**src/design/byvc_pkg.sv**
```systemverilog
package byvc_pkg;

    localparam int BYTE_W      = 8;
    localparam int OUT_W       = 32;
    localparam int PAIR_AW     = 16;
    localparam int PAIR_DEPTH  = 65536;
    localparam int TOTAL_DEPTH = 256;

    localparam logic [BYTE_W-1:0] SPACE_CHAR = 8'h20;

    typedef enum logic [2:0] {
        OP_KEY      = 3'd0,
        OP_ENC      = 3'd1,
        OP_DEC      = 3'd2,
        OP_TALLY    = 3'd3,
        OP_RD_PAIR  = 3'd4,
        OP_RD_TOTAL = 3'd5,
        OP_REWIND   = 3'd6,
        OP_CLEAR    = 3'd7
    } t_op;

    typedef enum logic [1:0] {
        S_IDLE,
        S_KEY_RD,
        S_KEY_USE,
        S_CNT_USE
    } t_state;

    // Requests to the key store
    typedef struct packed {
        logic              rd_en;
        logic              add_en;
        logic              space_en;
        logic              advance;
        logic              rewind;
        logic [BYTE_W-1:0] add_byte;
    } t_key_req;

    // Requests to the statistics store
    typedef struct packed {
        logic               rd_en;
        logic               bump_en;
        logic               clear_start;
        logic [PAIR_AW-1:0] pair_addr;
        logic [BYTE_W-1:0]  total_addr;
    } t_stat_req;

endpackage

```
**src/design/byvc_key_store.sv**
```systemverilog
module byvc_key_store #(
    parameter int MAX_KEYS = 64
) (
    input  logic                         i_clk,
    input  logic                         i_rst_n,
    input  byvc_pkg::t_key_req           i_req,
    output logic [byvc_pkg::BYTE_W-1:0]  o_key,
    output logic                         o_full
);

    localparam int KW = (MAX_KEYS > 1) ? $clog2(MAX_KEYS) : 1;
    localparam int CW = $clog2(MAX_KEYS + 1);

    logic [byvc_pkg::BYTE_W-1:0] r_mem [MAX_KEYS];
    logic [byvc_pkg::BYTE_W-1:0] r_rd_q;
    logic [byvc_pkg::BYTE_W-1:0] r_last_key;
    logic [CW-1:0]               r_count;
    logic [KW-1:0]               r_pos;
    logic                        r_hit;
    logic [KW-1:0]               w_last;
    logic [CW-1:0]               w_next_pos;

    assign w_last     = KW'(r_count - CW'(1));
    assign w_next_pos = CW'(r_pos) + CW'(1);
    assign o_full     = (r_count == CW'(MAX_KEYS));

    // Last key lives in a register until a space commits it
    assign o_key = r_hit ? r_last_key : r_rd_q;

    // Read the key at the current position
    always_ff @(posedge i_clk) begin
        if (i_req.rd_en) begin
            r_rd_q <= r_mem[r_pos];
        end
        if (i_req.space_en && !o_full) begin
            r_mem[w_last] <= r_last_key;
        end
    end

    // Track key count, open word and position
    always_ff @(posedge i_clk) begin
        if (!i_rst_n) begin
            r_count    <= CW'(1);
            r_pos      <= '0;
            r_last_key <= '0;
            r_hit      <= 1'b0;
        end else begin
            if (i_req.rd_en) begin
                r_hit <= (r_pos == w_last);
            end
            if (i_req.space_en && !o_full) begin
                r_last_key <= '0;
                r_count    <= r_count + CW'(1);
            end else if (i_req.add_en) begin
                r_last_key <= r_last_key + i_req.add_byte;
            end
            if (i_req.rewind) begin
                r_pos <= '0;
            end else if (i_req.advance) begin
                r_pos <= (w_next_pos >= r_count) ? '0 : KW'(w_next_pos);
            end
        end
    end

endmodule

```
**config.mk**
```make
export PLATFORM = sky130hd
export DESIGN_NAME = byvc_key_store
export DESIGN_NICKNAME = d
export VERILOG_FILES = /design/src/design/byvc_pkg.sv /design/src/design/byvc_key_store.sv
export SDC_FILE = /design/constraint.sdc
export NUM_CORES = 1
export LEC_CHECK = 0
export BUFFER_PORTS_ARGS = -buffer_cell sky130_fd_sc_hd__buf_4
export CORE_MARGIN = 2
export CORE_UTILIZATION = 25
export CTS_BUF_LIST = sky130_fd_sc_hd__clkbuf_4 sky130_fd_sc_hd__clkbuf_8 sky130_fd_sc_hd__clkbuf_16
export CTS_CLUSTER_DIAMETER = 100
export DETAILED_ROUTE_END_ITERATION = 16
export PLACE_DENSITY = 0.4
export SYNTH_ARGS = -nofsm -noshare
export SYNTH_HDL_FRONTEND = slang
export SYNTH_SLANG_ARGS = --single-unit
export TNS_END_PERCENT = 20
```
**constraint.sdc**
```tcl
create_clock -name i_clk -period 3.7 [get_ports i_clk]
set_clock_uncertainty 0.05 [all_clocks]
set_input_delay 0.74 -clock i_clk [delete_from_list [all_inputs] [get_ports i_clk]]
set_output_delay 0.74 -clock i_clk [all_outputs]
set_load 0.03 [all_outputs]
```
# Word-level counts from Yosys, hierarchy flattened
# Memory sizes are Yosys's and may differ from the RTL's. A register that Yosys moved wholly into a read port is not among the register bits.
# Cells that the tools add are included.
# totals
register_bits	22
ramBits	512
in_bits	15
mem_count	1
# memory_table
name	words	word_bits	rd	rd_ports_with_merged_regs	wr	line	rtl
r_mem	64	8	1	1	1	byvc_key_store.sv:14	logic [byvc_pkg::BYTE_W-1:0] r_mem [MAX_KEYS];
# op_classes
addsub	4
order_cmp	1
n_eq_ne	2
mux	4
bitwise	1
reduce_logical	4
# op_table
cell	count
adder 8 bit	1
two-way mux 8 bit	1
adder 6 x 1 -> 7 bit, second input constant	1
adder 7 x 1 -> 7 bit, second input constant	1
== test 7 bit, second input constant	1
greater-or-equal comparator 7 bit	1
== test 6 bit	1
two-way mux 6 bit	1
subtractor 6 x 1 -> 6 bit, second input constant	1
OR reduction 2 bit	2
two-way mux 1 bit	2
logical AND 1 bit	1
zero test 1 bit	1
inverter 1 bit	1

# Longest topological paths before layout
# depth
depth_word	5
ltp_mapped	14
depth_no_buf	10

# Least setup slack after synthesis
# OpenSTA, ideal clock, no wires.
# synth_path
path_kind	register to register
startpoint	register r_last_key[0] (netlist bit)
endpoint	register r_last_key[6] (netlist bit)
arrival_ns	2.428
required_time_ns	3.525
slack_ns	1.097
path_stages_with_launch	10
synth_period_minus_slack_ns	2.603
path_cell_list	dfxtp_1 > ha_1 > inv_1 > fa_1 > nor2b_1 > o21ai_0 > nand2b_1 > a31oi_1 > xor2_1 > o22ai_1
# synth_via
elab_chain_cells	1
# synth_rtl
element	line	rtl
from (decl)	byvc_key_store.sv:16	logic [byvc_pkg::BYTE_W-1:0] r_last_key;
from (signal assigned)	byvc_key_store.sv:55	r_last_key <= r_last_key + i_req.add_byte;
adder 8 bit	byvc_key_store.sv:55	
# No other way between the ends.
# A chain may end at the register's enable or synchronous reset.

# Worst setup path after layout
# layout_path
startpoint	register r_count[0]
endpoint	memory r_mem[63][1] (netlist bit) (enable)
# layout_via
word_cells_on_any_way	6
cone_classes	1 x add/sub; 1 x eq/ne; 2 x mux; 2 x reduce/logical
# layout_lines
element	line	rtl
from (decl)	byvc_key_store.sv:17	logic [CW-1:0] r_count;
from (signal assigned)	byvc_key_store.sv:53	r_count <= r_count + CW'(1);
subtractor 6 x 1 -> 6 bit	byvc_key_store.sv:23	assign w_last = KW'(r_count - CW'(1));
via w_last[0]	byvc_key_store.sv:20	logic [KW-1:0] w_last;
to (decl)	byvc_key_store.sv:14	
# The timed path passes the listed nets, and every way through them passes these cells.

==> impl_metrics.tcl <==
set metrics [dict create \
    cts-resized-gates 0 \
    gr-usage-met1_pct 19.6 \
    dp_hpwl_um 39600 \
    syn-num-nets 1220 \
    n_fill_cell 8449 \
    crit_fanout 8 \
    finalSetupViolCount 0 \
    pin_count 24 \
    rsz0062_at_grt "no" \
    netlist_area_sq_mm 0.0220 \
    synth_edf_count 520 \
    timing.fmax_mhz 294 \
    clk_pin_slew_worst_paths_ns 0.06 \
    post-route-min-period_ns 3.41 \
    grt_pass1_vias 11800 \
    crit_required_ns 3.87 \
    fin_util_pct 30.0 \
    power_frac_clock_pct 44.0 \
    power.density_mw_per_mm2 506 \
    grt_busiest_layer "met2" \
    initial_utilization_pct 25.3 \
    clk_path_buf_depth 3 \
    die_width_um 300 \
    ir_drop_uv 309 \
    synth.distinct_cells 53 \
    cp-end-kind "flop" \
    maxCapViolCount 0 \
    viasPerCell 4.52 \
    cts_tree "done" \
    slew_viol_final 0 \
    p_int_mw 10.4 \
    routed_wire_length_per_instance_um 24.4 \
    syn2layout_area_growth_pct 18.5 \
    dpl.cell_count 2416 \
    syn_inst 1186 \
    hp-class "primary input to flop" \
    crit_type "flop to flop" \
    synth_seq_area_share_pct 73.1 \
    io_buffer_count 23 \
    crit_arrival_ns 3.58 \
    status "finished, final reports clean" \
    nets 1357 \
    switching_power_mw 2.78 \
    grt_remaining_overflow 0 \
    antenna_found_initial 1 \
    crit_path_start_kind "flop" \
    grt_util_all_layers_pct 13.7 \
    met3_usage_pct 1.98 \
    drive_gt1_share_pct 25.2 \
    hold_viol_final 0 \
    ys_seq_elements 542 \
    min_period_over_period_pct 92.1 \
    ys_warn_count 0 \
    cts-root-buf "clkbuf_16" \
    swShare_pct 21.1 \
    drt-pass1-iter-count 5 \
    synth_flop_cell "edfxtp_1" \
    grt_pass1_wl_um 88900 \
    die_h_um 300 \
    pwr-share-comb_pct 4.3 \
    holdBufCountCts 0 \
    postCtsSetupBuffers 0 \
    clk_latency_ns 0.61 \
    grt_start_max_net_pins 66 \
    drtIter0Drc 820 \
    cts-buffers-inserted 60 \
    worst_pin_slew_ns 0.926 \
    finalSetupTns_ns 0 \
    syn_area_per_cell_sq_um 18.5 \
    final_common_cell "edfxtp_1" \
    drt-total-wl_um 61600 \
    place_congestion 0.776 \
    ctsHtreeMaxLevel 2 \
    stdcell_count 2523 \
    cts.sinks 542 \
    num_rows 108 \
    grt.met2_usage_pct 21.9 \
    coreArea_sq_mm 0.0869 \
    route.vias.total 11400 \
    p_leak_nw 8.59 \
    slew_headroom_pct 38.1 \
    p_seq_share_pct 51.6 \
    drc 0 \
    final_cell_mix "520 x edfxtp_1, 125 x buf_4, 96 x nor2_1" \
    design.die.area_sq_mm 0.0902 \
    antenna_left 0 \
    async_flop_share_pct 0 \
]
-- sequential cells by signal, indices dropped and copies added (netlist names) --
register / count
r_hit: 1
r_count: 7
r_mem: 512
r_last_key: 8
r_pos: 6
r_rd_q: 8
-- worst max-delay path: stages, from the launching register on --
cell and delay (ns):
dfxtp_1 0.46, inv_1 0.14, ha_1 0.23, a41o_1 0.34
nor2_1 0.25, nand2_1 0.61, nor2_1 0.95
-- metal layers --
metal	part of all wire, %	up-vias
met5	0.024	-
met4	1.9	2
met1	47	6018
met2	48	232
met3	3.5	82
li1	-	5072
-- path summary, 6_finish.rpt --
| path | start | endpoint | slack, ns | cells after the start |
|---|---|---|---|---|
| worst max-delay path | r_count[0] | r_mem[63][1] | 0.29 | 6 |
| worst min register to register | r_last_key[4] | r_last_key[4] | 0.52 | 2 |
| worst max register to register | r_count[0] | r_mem[63][1] | 0.29 | 6 |
| worst min-delay path | i_req[11] | r_last_key[1] | 0.39 | 2 |
-- power by group through the flow --
stage	logic, mW	clock network [mW]	registers, mW
2_1_floorplan	0.301	0	6.94
3_3_place_gp	0.580	0	6.93
3_5_place_dp	0.583	0	6.93
4_1_cts	0.584	5.98	6.80
5_1_grt	0.614	6.20	6.81
6_report	0.569	5.80	6.80
-- stage by stage --
stage	power [mW]	hold WS, ns	setup slack (ns)	cell area (sq um)
finish	13.2	0.391	0.293	26000
global route	13.6	0.385	0.189	26000
CTS	13.4	0.353	0.321	26000
detailed placement	7.52	0.526	0.330	24100
global placement	7.51	0.527	0.323	24100
floorplan	7.24	0.489	1.10	22000
-- cell families after synthesis --
logic type	after synthesis	share of synthesized area, %
AOI/OAI and AO/OA	124	3.92
xor gates and xnor gates	25	1.03
DFF	542	73.1
adders and majority gates	19	1.12
muxes	165	13.8
and+or+nand+nor	242	5.28
buffers and inverters	69	1.81
-- layout make-up --
class                           count  area [sq um]  share of cell area [%]
Antenna cell                        1          2.50                 0.00961
Clock buffer                       82          1730                    6.64
Clock inverter                     24           181                   0.697
Inverter                           14          52.6                   0.202
Multi-Input combinational cell    575          5510                    21.2
Sequential cell                   542         16100                    61.7
Tap cell                         1155          1450                    5.55
Timing Repair Buffer              130          1040                    3.99
-- Yosys cell counts, drive strengths merged (7+ instances only) --
cell,count,area (sq um)
nor3,11,55.1
mux2,12,135
ha,18,225
mux4,104,2390
buf,41,292
o22ai,7,50.1
edfxtp,520,15600
nand2,36,135
mux2i,49,490
dfxtp,22,440
clkbuf,14,52.6
a22o,7,61.3
and2,9,56.3
a22oi,34,255
inv,14,52.6
nand2b,10,62.6
a21oi,19,95.1
a211oi,9,67.6
nor2b,25,156
xnor2,20,183
nor2,96,360
a31oi,8,50.1
o21ai,19,95.1
nand3,32,160
Power figures use the tool's default switching activity.
